--- config.mk ---
export PLATFORM = sky130hd
export DESIGN_NAME = frame_replacement_fifo_lru_core_flat
export DESIGN_NICKNAME = d
export VERILOG_FILES = /design/src/rtl/frl_pkg.sv /design/src/rtl/frl_if.sv /design/src/rtl/frl_ring.sv /design/src/rtl/frl_stamp.sv /design/src/rtl/frame_replacement_fifo_lru_core.sv /design/src/flat_wrapper.sv
export SDC_FILE = /design/constraint.sdc
export NUM_CORES = 1
export LEC_CHECK = 0
export BUFFER_PORTS_ARGS = -buffer_cell sky130_fd_sc_hd__buf_2
export CAP_MARGIN = 20
export CORE_MARGIN = 2
export CORE_UTILIZATION = 45
export CTS_CLUSTER_SIZE = 10
export DETAILED_ROUTE_END_ITERATION = 12
export GPL_TIMING_DRIVEN = 0
export SYNTH_ARGS = -nofsm -noshare
export SYNTH_HDL_FRONTEND = slang
export SYNTH_SLANG_ARGS = --single-unit
--- constraint.sdc ---
create_clock -name clk -period 5.3 [get_ports clk]
set_input_delay 0 -clock clk [delete_from_list [all_inputs] [get_ports clk]]
set_output_delay 0 -clock clk [all_outputs]
set_load 0.01 [all_outputs]
--- src/rtl/frl_pkg.sv ---
`timescale 1ns / 1ps

package frl_pkg;

    // Item field widths
    localparam int KIND_W  = 2;
    localparam int FRAME_W = 4;
    localparam int STAMP_W = 32;

    // Default number of frames
    localparam int FRAME_COUNT_DEF = 16;

    // Item kinds
    typedef enum logic [KIND_W-1:0] {
        KIND_USE  = 2'd0,
        KIND_FIFO = 2'd1,
        KIND_LRU  = 2'd2,
        KIND_OCC  = 2'd3
    } kind_t;

    // Control sequencer states
    typedef enum logic [2:0] {
        ST_IDLE,
        ST_USE_SCAN,
        ST_USE_UPD,
        ST_FIFO_RD,
        ST_FIFO_WAIT,
        ST_LRU_SCAN,
        ST_EMIT
    } state_t;

endpackage

--- src/rtl/frl_if.sv ---
`timescale 1ns / 1ps

// Input item channel
interface frl_in_if;
    logic                        valid;
    logic                        ready;
    logic [frl_pkg::KIND_W-1:0]  kind;
    logic [frl_pkg::FRAME_W-1:0] frame;
    logic                        occupied_value;

    modport source (output valid, kind, frame, occupied_value, input ready);
    modport sink   (input valid, kind, frame, occupied_value, output ready);
endinterface

// Result item channel
interface frl_out_if;
    logic                        valid;
    logic                        ready;
    logic                        victim_valid;
    logic [frl_pkg::FRAME_W-1:0] victim_frame;

    modport source (output valid, victim_valid, victim_frame, input ready);
    modport sink   (input valid, victim_valid, victim_frame, output ready);
endinterface

--- src/rtl/frl_ring.sv ---
`timescale 1ns / 1ps

// FIFO ring storage: one write port, one registered read port
module frl_ring #(
    parameter int DEPTH  = frl_pkg::FRAME_COUNT_DEF,
    parameter int ADDR_W = $clog2(DEPTH)
) (
    input  logic                        clk,
    input  logic                        wr_en,
    input  logic [ADDR_W-1:0]           wr_addr,
    input  logic [frl_pkg::FRAME_W-1:0] wr_data,
    input  logic [ADDR_W-1:0]           rd_addr,
    output logic [frl_pkg::FRAME_W-1:0] rd_data
);

    logic [frl_pkg::FRAME_W-1:0] mem [DEPTH];
    logic [frl_pkg::FRAME_W-1:0] rd_data_reg;

    // Write port
    always_ff @(posedge clk)
    begin
        if (wr_en)
        begin
            mem[wr_addr] <= wr_data;
        end
    end

    // Read port, registered
    always_ff @(posedge clk)
    begin
        rd_data_reg <= mem[rd_addr];
    end

    assign rd_data = rd_data_reg;

endmodule

--- src/rtl/frl_stamp.sv ---
`timescale 1ns / 1ps

// Use stamp storage; entries never written read as zero
module frl_stamp #(
    parameter int DEPTH  = frl_pkg::FRAME_COUNT_DEF,
    parameter int ADDR_W = $clog2(DEPTH)
) (
    input  logic                        clk,
    input  logic                        rst_n,
    input  logic                        wr_en,
    input  logic [ADDR_W-1:0]           wr_addr,
    input  logic [frl_pkg::STAMP_W-1:0] wr_data,
    input  logic [ADDR_W-1:0]           rd_addr,
    output logic [frl_pkg::STAMP_W-1:0] rd_data
);

    logic [frl_pkg::STAMP_W-1:0] mem [DEPTH];
    logic [DEPTH-1:0]            valid_reg;
    logic [frl_pkg::STAMP_W-1:0] rd_data_reg;
    logic                        rd_vld_reg;

    // Storage array
    always_ff @(posedge clk)
    begin
        if (wr_en)
        begin
            mem[wr_addr] <= wr_data;
        end
        rd_data_reg <= mem[rd_addr];
    end

    // Per-entry written flags and read flag
    always_ff @(posedge clk or negedge rst_n)
    begin
        if (!rst_n)
        begin
            valid_reg  <= '0;
            rd_vld_reg <= 1'b0;
        end
        else
        begin
            if (wr_en)
            begin
                valid_reg[wr_addr] <= 1'b1;
            end
            rd_vld_reg <= valid_reg[rd_addr];
        end
    end

    assign rd_data = rd_vld_reg ? rd_data_reg : '0;

endmodule

--- src/rtl/frame_replacement_fifo_lru_core.sv ---
`timescale 1ns / 1ps

// Channel    Dir  Fields                          Handshake
// item_in    in   kind, frame, occupied_value     valid/ready
// result_out out  victim_valid, victim_frame      valid/ready
//
// Steps per item, from the accept. Occupancy item: applied on accept. FIFO select:
// emit when empty, else ring read, data, emit. Use item: presence scan of one
// ring read a cycle over the queued entries (none with an empty ring), then
// the read pipe drains and one update follows; a hit ends the scan.
// LRU select: one stamp memory read a cycle over every frame, then emit.
// Reset clears all control state and the stamp written flags at once.
// A result waits in the output register; a new item is taken meanwhile, and
// a select stalls in emit while the previous result is still held.
module frame_replacement_fifo_lru_core #(
    parameter int FRAME_COUNT = frl_pkg::FRAME_COUNT_DEF
) (
    input  logic      clk,
    input  logic      rst_n,
    frl_in_if.sink    item_in,
    frl_out_if.source result_out
);

    localparam int IDX_W = $clog2(FRAME_COUNT);
    localparam int CNT_W = $clog2(FRAME_COUNT + 1);
    localparam logic [CNT_W-1:0] CNT_FULL = CNT_W'(FRAME_COUNT);
    localparam logic [IDX_W-1:0] IDX_LAST = IDX_W'(FRAME_COUNT - 1);

    frl_pkg::state_t state_reg, state_next;

    logic [frl_pkg::FRAME_W-1:0] frame_reg, frame_next;
    logic [IDX_W-1:0]            head_reg, head_next;
    logic [IDX_W-1:0]            tail_reg, tail_next;
    logic [CNT_W-1:0]            count_reg, count_next;
    logic [frl_pkg::STAMP_W-1:0] clock_reg, clock_next;
    logic [FRAME_COUNT-1:0]      occ_reg, occ_next;
    logic [CNT_W-1:0]            idx_reg, idx_next;
    logic [IDX_W-1:0]            pos_reg, pos_next;
    logic                        pend_reg, pend_next;
    logic                        pend_occ_reg, pend_occ_next;
    logic [IDX_W-1:0]            pend_idx_reg, pend_idx_next;
    logic                        hit_reg, hit_next;
    logic                        found_reg, found_next;
    logic [frl_pkg::STAMP_W-1:0] best_reg, best_next;
    logic [IDX_W-1:0]            best_idx_reg, best_idx_next;
    logic                        res_vv_reg, res_vv_next;
    logic [frl_pkg::FRAME_W-1:0] res_frame_reg, res_frame_next;
    logic                        out_valid_reg, out_valid_next;
    logic                        out_vv_reg, out_vv_next;
    logic [frl_pkg::FRAME_W-1:0] out_frame_reg, out_frame_next;

    // Memory ports
    logic                        ring_wr_en;
    logic [IDX_W-1:0]            ring_rd_addr;
    logic [frl_pkg::FRAME_W-1:0] ring_rd_data;
    logic                        stamp_wr_en;
    logic [IDX_W-1:0]            stamp_rd_addr;
    logic [frl_pkg::STAMP_W-1:0] stamp_rd_data;

    logic                        accept;
    logic                        in_range;
    logic                        issue;
    logic                        match;
    logic [IDX_W-1:0]            frame_idx;
    logic [IDX_W-1:0]            in_idx;

    frl_ring #(
        .DEPTH  (FRAME_COUNT),
        .ADDR_W (IDX_W)
    ) u_ring (
        .clk     (clk),
        .wr_en   (ring_wr_en),
        .wr_addr (tail_reg),
        .wr_data (frame_reg),
        .rd_addr (ring_rd_addr),
        .rd_data (ring_rd_data)
    );

    frl_stamp #(
        .DEPTH  (FRAME_COUNT),
        .ADDR_W (IDX_W)
    ) u_stamp (
        .clk     (clk),
        .rst_n   (rst_n),
        .wr_en   (stamp_wr_en),
        .wr_addr (frame_idx),
        .wr_data (clock_next),
        .rd_addr (stamp_rd_addr),
        .rd_data (stamp_rd_data)
    );

    // Handshakes and output payload
    assign item_in.ready           = (state_reg == frl_pkg::ST_IDLE);
    assign accept                  = item_in.valid && item_in.ready;
    assign in_range                = ({28'd0, item_in.frame} < 32'(FRAME_COUNT));
    assign in_idx                  = IDX_W'(item_in.frame);
    assign frame_idx               = IDX_W'(frame_reg);
    assign result_out.valid        = out_valid_reg;
    assign result_out.victim_valid = out_vv_reg;
    assign result_out.victim_frame = out_frame_reg;

    // State and control registers
    always_ff @(posedge clk or negedge rst_n)
    begin
        if (!rst_n)
        begin
            state_reg     <= frl_pkg::ST_IDLE;
            head_reg      <= '0;
            tail_reg      <= '0;
            count_reg     <= '0;
            clock_reg     <= '0;
            occ_reg       <= '0;
            idx_reg       <= '0;
            pos_reg       <= '0;
            pend_reg      <= 1'b0;
            hit_reg       <= 1'b0;
            found_reg     <= 1'b0;
            out_valid_reg <= 1'b0;
        end
        else
        begin
            state_reg     <= state_next;
            head_reg      <= head_next;
            tail_reg      <= tail_next;
            count_reg     <= count_next;
            clock_reg     <= clock_next;
            occ_reg       <= occ_next;
            idx_reg       <= idx_next;
            pos_reg       <= pos_next;
            pend_reg      <= pend_next;
            hit_reg       <= hit_next;
            found_reg     <= found_next;
            out_valid_reg <= out_valid_next;
        end
    end

    // Payload registers
    always_ff @(posedge clk)
    begin
        frame_reg     <= frame_next;
        pend_occ_reg  <= pend_occ_next;
        pend_idx_reg  <= pend_idx_next;
        best_reg      <= best_next;
        best_idx_reg  <= best_idx_next;
        res_vv_reg    <= res_vv_next;
        res_frame_reg <= res_frame_next;
        out_vv_reg    <= out_vv_next;
        out_frame_reg <= out_frame_next;
    end

    // Sequencer: next state and datapath control
    always_comb
    begin
        state_next     = state_reg;
        frame_next     = frame_reg;
        head_next      = head_reg;
        tail_next      = tail_reg;
        count_next     = count_reg;
        clock_next     = clock_reg;
        occ_next       = occ_reg;
        idx_next       = idx_reg;
        pos_next       = pos_reg;
        pend_next      = pend_reg;
        pend_occ_next  = pend_occ_reg;
        pend_idx_next  = pend_idx_reg;
        hit_next       = hit_reg;
        found_next     = found_reg;
        best_next      = best_reg;
        best_idx_next  = best_idx_reg;
        res_vv_next    = res_vv_reg;
        res_frame_next = res_frame_reg;
        out_vv_next    = out_vv_reg;
        out_frame_next = out_frame_reg;
        ring_wr_en     = 1'b0;
        ring_rd_addr   = pos_reg;
        stamp_wr_en    = 1'b0;
        stamp_rd_addr  = idx_reg[IDX_W-1:0];
        issue          = 1'b0;
        match          = 1'b0;

        // Output register drains when taken
        out_valid_next = out_valid_reg && !result_out.ready;

        unique case (state_reg)
            frl_pkg::ST_IDLE:
            begin
                if (accept)
                begin
                    frame_next = item_in.frame;
                    idx_next   = '0;
                    pend_next  = 1'b0;
                    hit_next   = 1'b0;
                    found_next = 1'b0;
                    unique case (frl_pkg::kind_t'(item_in.kind))
                        frl_pkg::KIND_USE:
                        begin
                            if (in_range)
                            begin
                                pos_next   = head_reg;
                                state_next = frl_pkg::ST_USE_SCAN;
                            end
                        end
                        frl_pkg::KIND_FIFO:
                        begin
                            if (count_reg == '0)
                            begin
                                res_vv_next    = 1'b0;
                                res_frame_next = '0;
                                state_next     = frl_pkg::ST_EMIT;
                            end
                            else
                            begin
                                state_next = frl_pkg::ST_FIFO_RD;
                            end
                        end
                        frl_pkg::KIND_LRU:
                        begin
                            state_next = frl_pkg::ST_LRU_SCAN;
                        end
                        frl_pkg::KIND_OCC:
                        begin
                            if (in_range)
                            begin
                                occ_next[in_idx] = item_in.occupied_value;
                            end
                        end
                        default:
                        begin
                            state_next = frl_pkg::ST_IDLE;
                        end
                    endcase
                end
            end

            // Presence scan over the queued window, one entry a cycle
            frl_pkg::ST_USE_SCAN:
            begin
                match = pend_reg && (ring_rd_data == frame_reg);
                issue = !hit_reg && !match && (idx_reg < count_reg);
                if (match)
                begin
                    hit_next = 1'b1;
                end
                pend_next = issue;
                if (issue)
                begin
                    idx_next = idx_reg + 1'b1;
                    pos_next = (pos_reg == IDX_LAST) ? '0 : pos_reg + 1'b1;
                end
                if (!issue && (match || !pend_reg))
                begin
                    state_next = frl_pkg::ST_USE_UPD;
                end
            end

            // Enqueue if absent and room, stamp with the saturating clock
            frl_pkg::ST_USE_UPD:
            begin
                if (!hit_reg && (count_reg < CNT_FULL))
                begin
                    ring_wr_en = 1'b1;
                    tail_next  = (tail_reg == IDX_LAST) ? '0 : tail_reg + 1'b1;
                    count_next = count_reg + 1'b1;
                end
                if (clock_reg != '1)
                begin
                    clock_next = clock_reg + 1'b1;
                end
                stamp_wr_en = 1'b1;
                state_next  = frl_pkg::ST_IDLE;
            end

            // Pop the oldest queued frame
            frl_pkg::ST_FIFO_RD:
            begin
                ring_rd_addr = head_reg;
                state_next   = frl_pkg::ST_FIFO_WAIT;
            end

            frl_pkg::ST_FIFO_WAIT:
            begin
                res_vv_next    = 1'b1;
                res_frame_next = ring_rd_data;
                head_next      = (head_reg == IDX_LAST) ? '0 : head_reg + 1'b1;
                count_next     = count_reg - 1'b1;
                state_next     = frl_pkg::ST_EMIT;
            end

            // Minimum stamp over occupied frames, lowest index wins ties
            frl_pkg::ST_LRU_SCAN:
            begin
                issue = (idx_reg < CNT_FULL);
                if (pend_reg && pend_occ_reg
                    && (!found_reg || (stamp_rd_data < best_reg)))
                begin
                    found_next    = 1'b1;
                    best_next     = stamp_rd_data;
                    best_idx_next = pend_idx_reg;
                end
                pend_next     = issue;
                pend_occ_next = occ_reg[idx_reg[IDX_W-1:0]];
                pend_idx_next = idx_reg[IDX_W-1:0];
                if (issue)
                begin
                    idx_next = idx_reg + 1'b1;
                end
                if (!issue && !pend_reg)
                begin
                    res_vv_next    = found_reg;
                    res_frame_next = found_reg ? frl_pkg::FRAME_W'(best_idx_reg) : '0;
                    state_next     = frl_pkg::ST_EMIT;
                end
            end

            // Load the output register once it is free
            frl_pkg::ST_EMIT:
            begin
                if (!out_valid_reg || result_out.ready)
                begin
                    out_valid_next = 1'b1;
                    out_vv_next    = res_vv_reg;
                    out_frame_next = res_frame_reg;
                    state_next     = frl_pkg::ST_IDLE;
                end
            end

            default:
            begin
                state_next = frl_pkg::ST_IDLE;
            end
        endcase
    end

endmodule
--- src/flat_wrapper.sv ---
// flat-port wrapper written by rule: the top's interface ports become plain ports
module frame_replacement_fifo_lru_core_flat 
#(
    parameter int FRAME_COUNT = frl_pkg::FRAME_COUNT_DEF
)
  (clk, rst_n, item_in_valid, item_in_kind, item_in_frame, item_in_occupied_value, item_in_ready, result_out_valid, result_out_victim_valid, result_out_victim_frame, result_out_ready);
  frl_in_if item_in_i ();
  frl_out_if result_out_i ();
  input  logic clk;
  input  logic rst_n;
  input wire logic [$bits(item_in_i.valid)-1:0] item_in_valid;
  input wire logic [$bits(item_in_i.kind)-1:0] item_in_kind;
  input wire logic [$bits(item_in_i.frame)-1:0] item_in_frame;
  input wire logic [$bits(item_in_i.occupied_value)-1:0] item_in_occupied_value;
  output wire logic [$bits(item_in_i.ready)-1:0] item_in_ready;
  output wire logic [$bits(result_out_i.valid)-1:0] result_out_valid;
  output wire logic [$bits(result_out_i.victim_valid)-1:0] result_out_victim_valid;
  output wire logic [$bits(result_out_i.victim_frame)-1:0] result_out_victim_frame;
  input wire logic [$bits(result_out_i.ready)-1:0] result_out_ready;
  assign item_in_i.valid = item_in_valid;
  assign item_in_i.kind = item_in_kind;
  assign item_in_i.frame = item_in_frame;
  assign item_in_i.occupied_value = item_in_occupied_value;
  assign item_in_ready = item_in_i.ready;
  assign result_out_valid = result_out_i.valid;
  assign result_out_victim_valid = result_out_i.victim_valid;
  assign result_out_victim_frame = result_out_i.victim_frame;
  assign result_out_i.ready = result_out_ready;
  frame_replacement_fifo_lru_core #(.FRAME_COUNT(FRAME_COUNT)) u_core (.clk(clk), .rst_n(rst_n), .item_in(item_in_i), .result_out(result_out_i));
endmodule
* After elaboration in Yosys (flattened, before gate mapping) *
Memory sizes are Yosys's and may differ from the RTL's. A register that Yosys moved wholly into a read port is not among the register bits.
Cells that the tools add are included.

storage, ports and cells
  memories kept = 2
  output and inout port bits = 7
  register bits after elaboration = 149
  RAM bits = 576

operators by class
  add/subtract/negate cells = 7
  bitwise gates (word level) = 1
  mux-type cells = 59
  reductions and logical operators = 44
  magnitude comparators = 9
  equal/unequal tests = 27

memory list
  name                words  bits a word  rd ports  clocked after Yosys merged registers in  wr ports  line             text
  u_core.u_stamp.mem  16     32           1         1                                        1         frl_stamp.sv:17  logic [frl_pkg::STAMP_W-1:0] mem [DEPTH];
  u_core.u_ring.mem   16     4            1         1                                        1         frl_ring.sv:16   logic [frl_pkg::FRAME_W-1:0] mem [DEPTH];

operators with widths
  kind                     count
  $mux W32                 3
  $mux W4                  12
  $add A32 B1 Y32 const B  1
  $lt A32 B32 Y1           1
  $ne A32 B32 Y1 const B   1
  $mux W1                  20
  $mux W5                  4
  $pmux W3 S6              1
  $bwmux W16               1
  $ne A2 B1 Y1 const B     8
  $or A16 B16 Y16          1
  $lt A4 B5 Y1 const B     3
  $mux W3                  5
  $pmux W5 S3              1
  $add A4 B1 Y4 const B    3
  $eq A4 B4 Y1 const B     3
  $logic_and A1 B1 Y1      12
  $pmux W4 S3              1
  $reduce_and A2 Y1        6
  $add A5 B1 Y5 const B    2
  $lt A5 B5 Y1 const B     2
  $pmux W5 S2              1
  $reduce_and A5 Y1        2
  $eq A3 B3 Y1 const B     3
  25 further kinds         50

* Logic depth before layout (Yosys ltp) *
  word-level depth = 9
  mapped depth = 10
  gate-level depth less buffers = 9

* By module *
Synthesis repeated with hierarchy kept, for this count alone.

unflattened totals
  cells, all modules = 1650
  area, all modules = 30277.8 sq um

modules (own cells, without submodules)
  module                           area each (sq um)  seq. area each (sq um)  times used  cells each
  frl_stamp                        20734.9            16440.8                 1           915
  frame_replacement_fifo_lru_core  6876.6             3578.4                  1           605
  frl_ring                         2666.3             2001.9                  1           130

* Worst setup path after synthesis *
OpenSTA, ideal clock, no wires.

  kind = register to register
  start = reg u_core.u_stamp.rd_vld_reg
  end = reg u_core.best_idx_reg[0], enable pin
  arrival time = 3.668 ns
  clock period less this slack = 4.109 ns
  slack = 1.191 ns
  cell stages (with the launch flop) = 10
  cell sequence = dfrtp_1 clkbuf_1 and2_1 ha_1 a21o_1 a21o_1 a21oi_1 a21oi_1 or4_1 a21oi_1

between the ends
  word-level cells in the longest chain between the ends = 5

ends and longest elaborated chain
  element                             line                                    text
  start: declaration                  frl_stamp.sv:20                         logic rd_vld_reg;
  start signal: assignment            frl_stamp.sv:46                         rd_vld_reg <= valid_reg[rd_addr];
  $mux W32                            frl_stamp.sv:50                         assign rd_data = rd_vld_reg ? rd_data_reg : '0;
  net u_core.stamp_rd_data, one bit   frame_replacement_fifo_lru_core.sv:58   logic [frl_pkg::STAMP_W-1:0] stamp_rd_data;
  $lt A32 B32 Y1                      frame_replacement_fifo_lru_core.sv:294  && (!found_reg || (stamp_rd_data < best_reg)))
  $logic_or A1 B1 Y1                  frame_replacement_fifo_lru_core.sv:294
  $logic_and A1 B1 Y1                 frame_replacement_fifo_lru_core.sv:294
  $reduce_and A2 Y1 (no source line)  n/a
  end signal: assignment              frame_replacement_fifo_lru_core.sv:144  best_idx_reg <= best_idx_next;
  end: declaration                    frame_replacement_fifo_lru_core.sv:45   logic [IDX_W-1:0] best_idx_reg, best_idx_next;

The timed path passes the listed nets, and every way through them passes these cells.
A chain may end at the register's enable or synchronous reset.

* Final worst setup path *
  start = reg u_core.u_stamp.rd_vld_reg
  end = reg u_core.best_reg[11] in the netlist's numbering, enable pin

between the ends
  word-level cells in the longest chain between the ends = 5

ends and longest elaborated chain
  element                             line                                    text
  $mux W32                            frl_stamp.sv:50
  net u_core.stamp_rd_data, one bit   frame_replacement_fifo_lru_core.sv:58
  $lt A32 B32 Y1                      frame_replacement_fifo_lru_core.sv:294
  $logic_or A1 B1 Y1                  frame_replacement_fifo_lru_core.sv:294
  $logic_and A1 B1 Y1                 frame_replacement_fifo_lru_core.sv:294
  $reduce_and A2 Y1 (no source line)  n/a
  end signal: assignment              frame_replacement_fifo_lru_core.sv:143  best_reg <= best_next;
  end: declaration                    frame_replacement_fifo_lru_core.sv:44   logic [frl_pkg::STAMP_W-1:0] best_reg, best_next;

The timed path passes the listed nets, and every way through them passes these cells.

==> flow_metrics.env <==
export IMPL_numCtsBuffers=87
export IMPL_holdCritPathClass="in2reg"
export IMPL_clock_skew_ps=18.5
export IMPL_fillCellCount=5244
export IMPL_min_to="u_core.state_reg[2]"
export IMPL_clkSlewWorstSetupHoldPaths_ps=60
export IMPL_die_area_mm2=0.0693
export IMPL_synthMuxAreaShare_pct=14.8
export IMPL_dpl_cell_area_mm2=0.0323
export IMPL_synth_adder_area_share_pct=2.13
export IMPL_wirelength_um=69600
export IMPL_grt_first_pass_wirelength_um=103000
export IMPL_r2r_setup_slack_ps=1060
export IMPL_finalMaxSlewViolations=0
export IMPL_synthSimpleGateAreaFrac_pct=5.29
export IMPL_hpwl_um=44100
export IMPL_die_y_um=263
export IMPL_power_w=0.0161
export IMPL_avgSynthCellArea_um2=18.9
export IMPL_synthArstFlopShare_pct=12.4
export IMPL_setup_slack_ps=1060
export IMPL_grt_pass1_vias=15800
export IMPL_largest_reg_flops=512
export IMPL_top_regs="u_core.u_stamp.mem (512), u_core.u_ring.mem (64)"
export IMPL_dpl_worst_slack_ps=972
export IMPL_initial_core_util_pct=45.2
export IMPL_dieWidth_um=263
export IMPL_synth_xor_area_share_pct=1.10
export IMPL_crit_fanout=20
export IMPL_clock_path_buffers=3
export IMPL_detail_route_wl_per_cell_um=25.5
export IMPL_htreeDepth=3
export IMPL_fp_row_count=95
export IMPL_drt_vias_per_instance=5.69
export IMPL_track_usage_pct=20.3
export IMPL_layout_commonest_cell="edfxtp_1"
export IMPL_crit_type="reg2reg"
export IMPL_slowest_stage="clkbuf_1"
export IMPL_io_pins=18
export IMPL_status="finished clean"
export IMPL_layout_nets=1848
export IMPL_crit_path_end_kind="register"
export IMPL_whs_path_depth=5
export IMPL_post_route_util_pct=52.6
export IMPL_synth_top_family_by_area="multiplexers"
export IMPL_leakagePower_nw=11.6
export IMPL_mostFrequentLayoutCells="edfxtp_1, mux4_2, clkbuf_1"
export IMPL_slew_headroom_pct=25.8
export IMPL_synth_area_mm2=0.0303
export IMPL_seq_area_frac_synth_pct=72.8
export IMPL_synth_top_area_share_pct=62.6
export IMPL_ys_flop_type="edfxtp_1"
export IMPL_syn_inst=1602
export IMPL_crit_chain="clkbuf_1 > and2_1 > ha_1 > o221a_2 > o31ai_1 > a21oi_1 > or4_1 > a21oi_4 > buf_12"
export IMPL_drtIter0Drc=1631
export IMPL_power_per_cell_area_mw_per_mm2=457
export IMPL_worst_pin_slew_ps=1110
export IMPL_synth_edf_count=631
export IMPL_hold_slack_ps=65.3
export IMPL_worstRegToRegCells=9
export IMPL_r2r_end="u_core.best_reg[11]"
export IMPL_clock_sinks=761
export IMPL_antenna_left=0
export IMPL_cts_root_buf="clkbuf_16"
export IMPL_cp_data_arrival_time_ps=4550
export IMPL_netlist_top_cells_area="edfxtp_1, mux4_2, dfrtp_1"
export IMPL_io_buffers=17
export IMPL_core_area_mm2=0.0669
export IMPL_antenna_found_initial=2
export IMPL_tritoncts="yes"
export IMPL_first_pass_iters=7
export IMPL_cp_required_ps=5610
export IMPL_synth_distinct_cells=67
export IMPL_period_share_pct=80.0
export IMPL_largest_register="u_core.u_stamp.mem"
export IMPL_crit_path_start_kind="register"
export IMPL_r2r_start="u_core.u_stamp.rd_vld_reg"
export IMPL_gp_congestion=0.778
export IMPL_worstSkewPairLatency_ps=620
export IMPL_grt_ovfl_total=0
export IMPL_hp_start="item_in_kind[1]"
export IMPL_num_vias=15600
export IMPL_synth_top_area_cell="edfxtp_1"
export IMPL_rsz0062_at_grt="no"
export IMPL_postCtsSetupBuffers=0
export IMPL_yosys_warnings=0
export IMPL_slowest_delay_ps=650
export IMPL_cp_top_family="compound AO/OA/AOI/OAI gates"
export IMPL_fin_crit_ps=4240
export IMPL_setup_viol=0
export IMPL_drc=0
export IMPL_layout_drive_gt1_share_pct=23.9
export IMPL_yosys_register_bits=761
export IMPL_synth_compound_area_share_pct=2.44
export IMPL_final_area_mm2=0.0352
export IMPL_area_delta_synth_final_pct=16.2
export IMPL_grt_max_degree=61
export IMPL_diodes=0
export IMPL_cap_violations=0
export IMPL_path_buf_inv=2
export IMPL_fmax_mhz=236
export IMPL_ir_drop_mv=0.251
export IMPL_hold_violations=0
export IMPL_syn_nets=1664
[metal layers]
| layer | share of wire, % | track usage (%) | vias to the layer above |
|---|---|---|---|
| met2 | 47 | 32.0 | 461 |
| met1 | 44 | 29.4 | 8215 |
| met5 | 0 | 0 | - |
| met4 | 2.5 | 5.78 | 0 |
| met3 | 5.7 | 3.55 | 117 |
| li1 | - | - | 6767 |
[per-stage QoR]
| step | std cells | setup TNS [ps] |
|---|---|---|
| 4_1_cts | 2707 | 0 |
| 3_5_place_dp | 2534 | 0 |
| 3_3_place_gp | 2492 | -415230 |
| 5_1_grt | 2733 | 0 |
| 6_report | 2733 | 0 |
| 2_1_floorplan | 1602 | 0 |
[logic make-up after synthesis]
logic type / after synthesis
flops: 761
simple gates: 302
xor+xnor: 38
compound gates: 109
fa+ha+maj: 51
mux: 230
buf+inv: 111
[worst max-delay path by stage]
stage | from | endpoint | slack (ps) | cells after the start
final | u_core.u_stamp.rd_vld_reg | u_core.best_reg[11] | 1060 | 9
after floorplan | u_core.u_stamp.rd_vld_reg | u_core.best_idx_reg[0] | 1190 | 9
after global placement | u_core.state_reg[0] | u_core.u_stamp.valid_reg[3] | -2600 | 5
after global routing | u_core.u_stamp.rd_vld_reg | u_core.best_reg[11] | 860 | 9
after detailed placement | u_core.u_stamp.rd_vld_reg | u_core.best_reg[11] | 970 | 9
after CTS | u_core.u_stamp.rd_vld_reg | u_core.best_reg[11] | 950 | 9
[report_power, final]
| group | leakage [nW] | internal [W] | switching (W) |
|---|---|---|---|
| sequential | 6.87 | 0.00709 | 0.000296 |
| combinational | 3.45 | 0.00137 | 0.00182 |
| clock | 1.24 | 0.00324 | 0.00228 |
| total | 11.6 | 0.0117 | 0.00439 |
[synth_stat cells (all sizes together) (5+ instances only)]
cell    instances
a21o            6
a21oi          28
a22o           10
a31oi           9
and2           47
and3            5
and4            8
buf            25
clkbuf         33
dfrtp          94
dfxtp          36
edfxtp        631
ha             50
inv            51
mux2           25
mux2i          35
mux4          170
nand2          52
nand2b          9
nand3          25
nand4          19
nor2           66
nor2b           8
nor3           22
nor4            5
o21ai          23
or2            18
or3             6
xnor2          22
xor2           16
[final cells by class]
cell class              instances  area [um^2]  share of cell area (%)
clock inverters                 3         33.8                  0.0960
plain buffers                  58          259                   0.736
repair buffers                 95         1090                    3.11
clock buffers                 160         2570                    7.30
flip-flops and latches        761        22000                    62.6
multi-input cells             730         7910                    22.5
inverters                      53          199                   0.566
well taps                     873         1090                    3.11
[what timing repair did]
item	4_1_cts	5_1_grt
hold buffers	10	0
setup endpoints to repair	0	0
resized for setup	0	0
endpoints found under the hold margin	121	0
[tightest hold or removal path, cell delays in order]
cell     delay, ps
buf_2          130
ha_1           190
a21oi_1         50
o21ai_0        150
a22o_1         130
(Power assumes the default switching activity.)
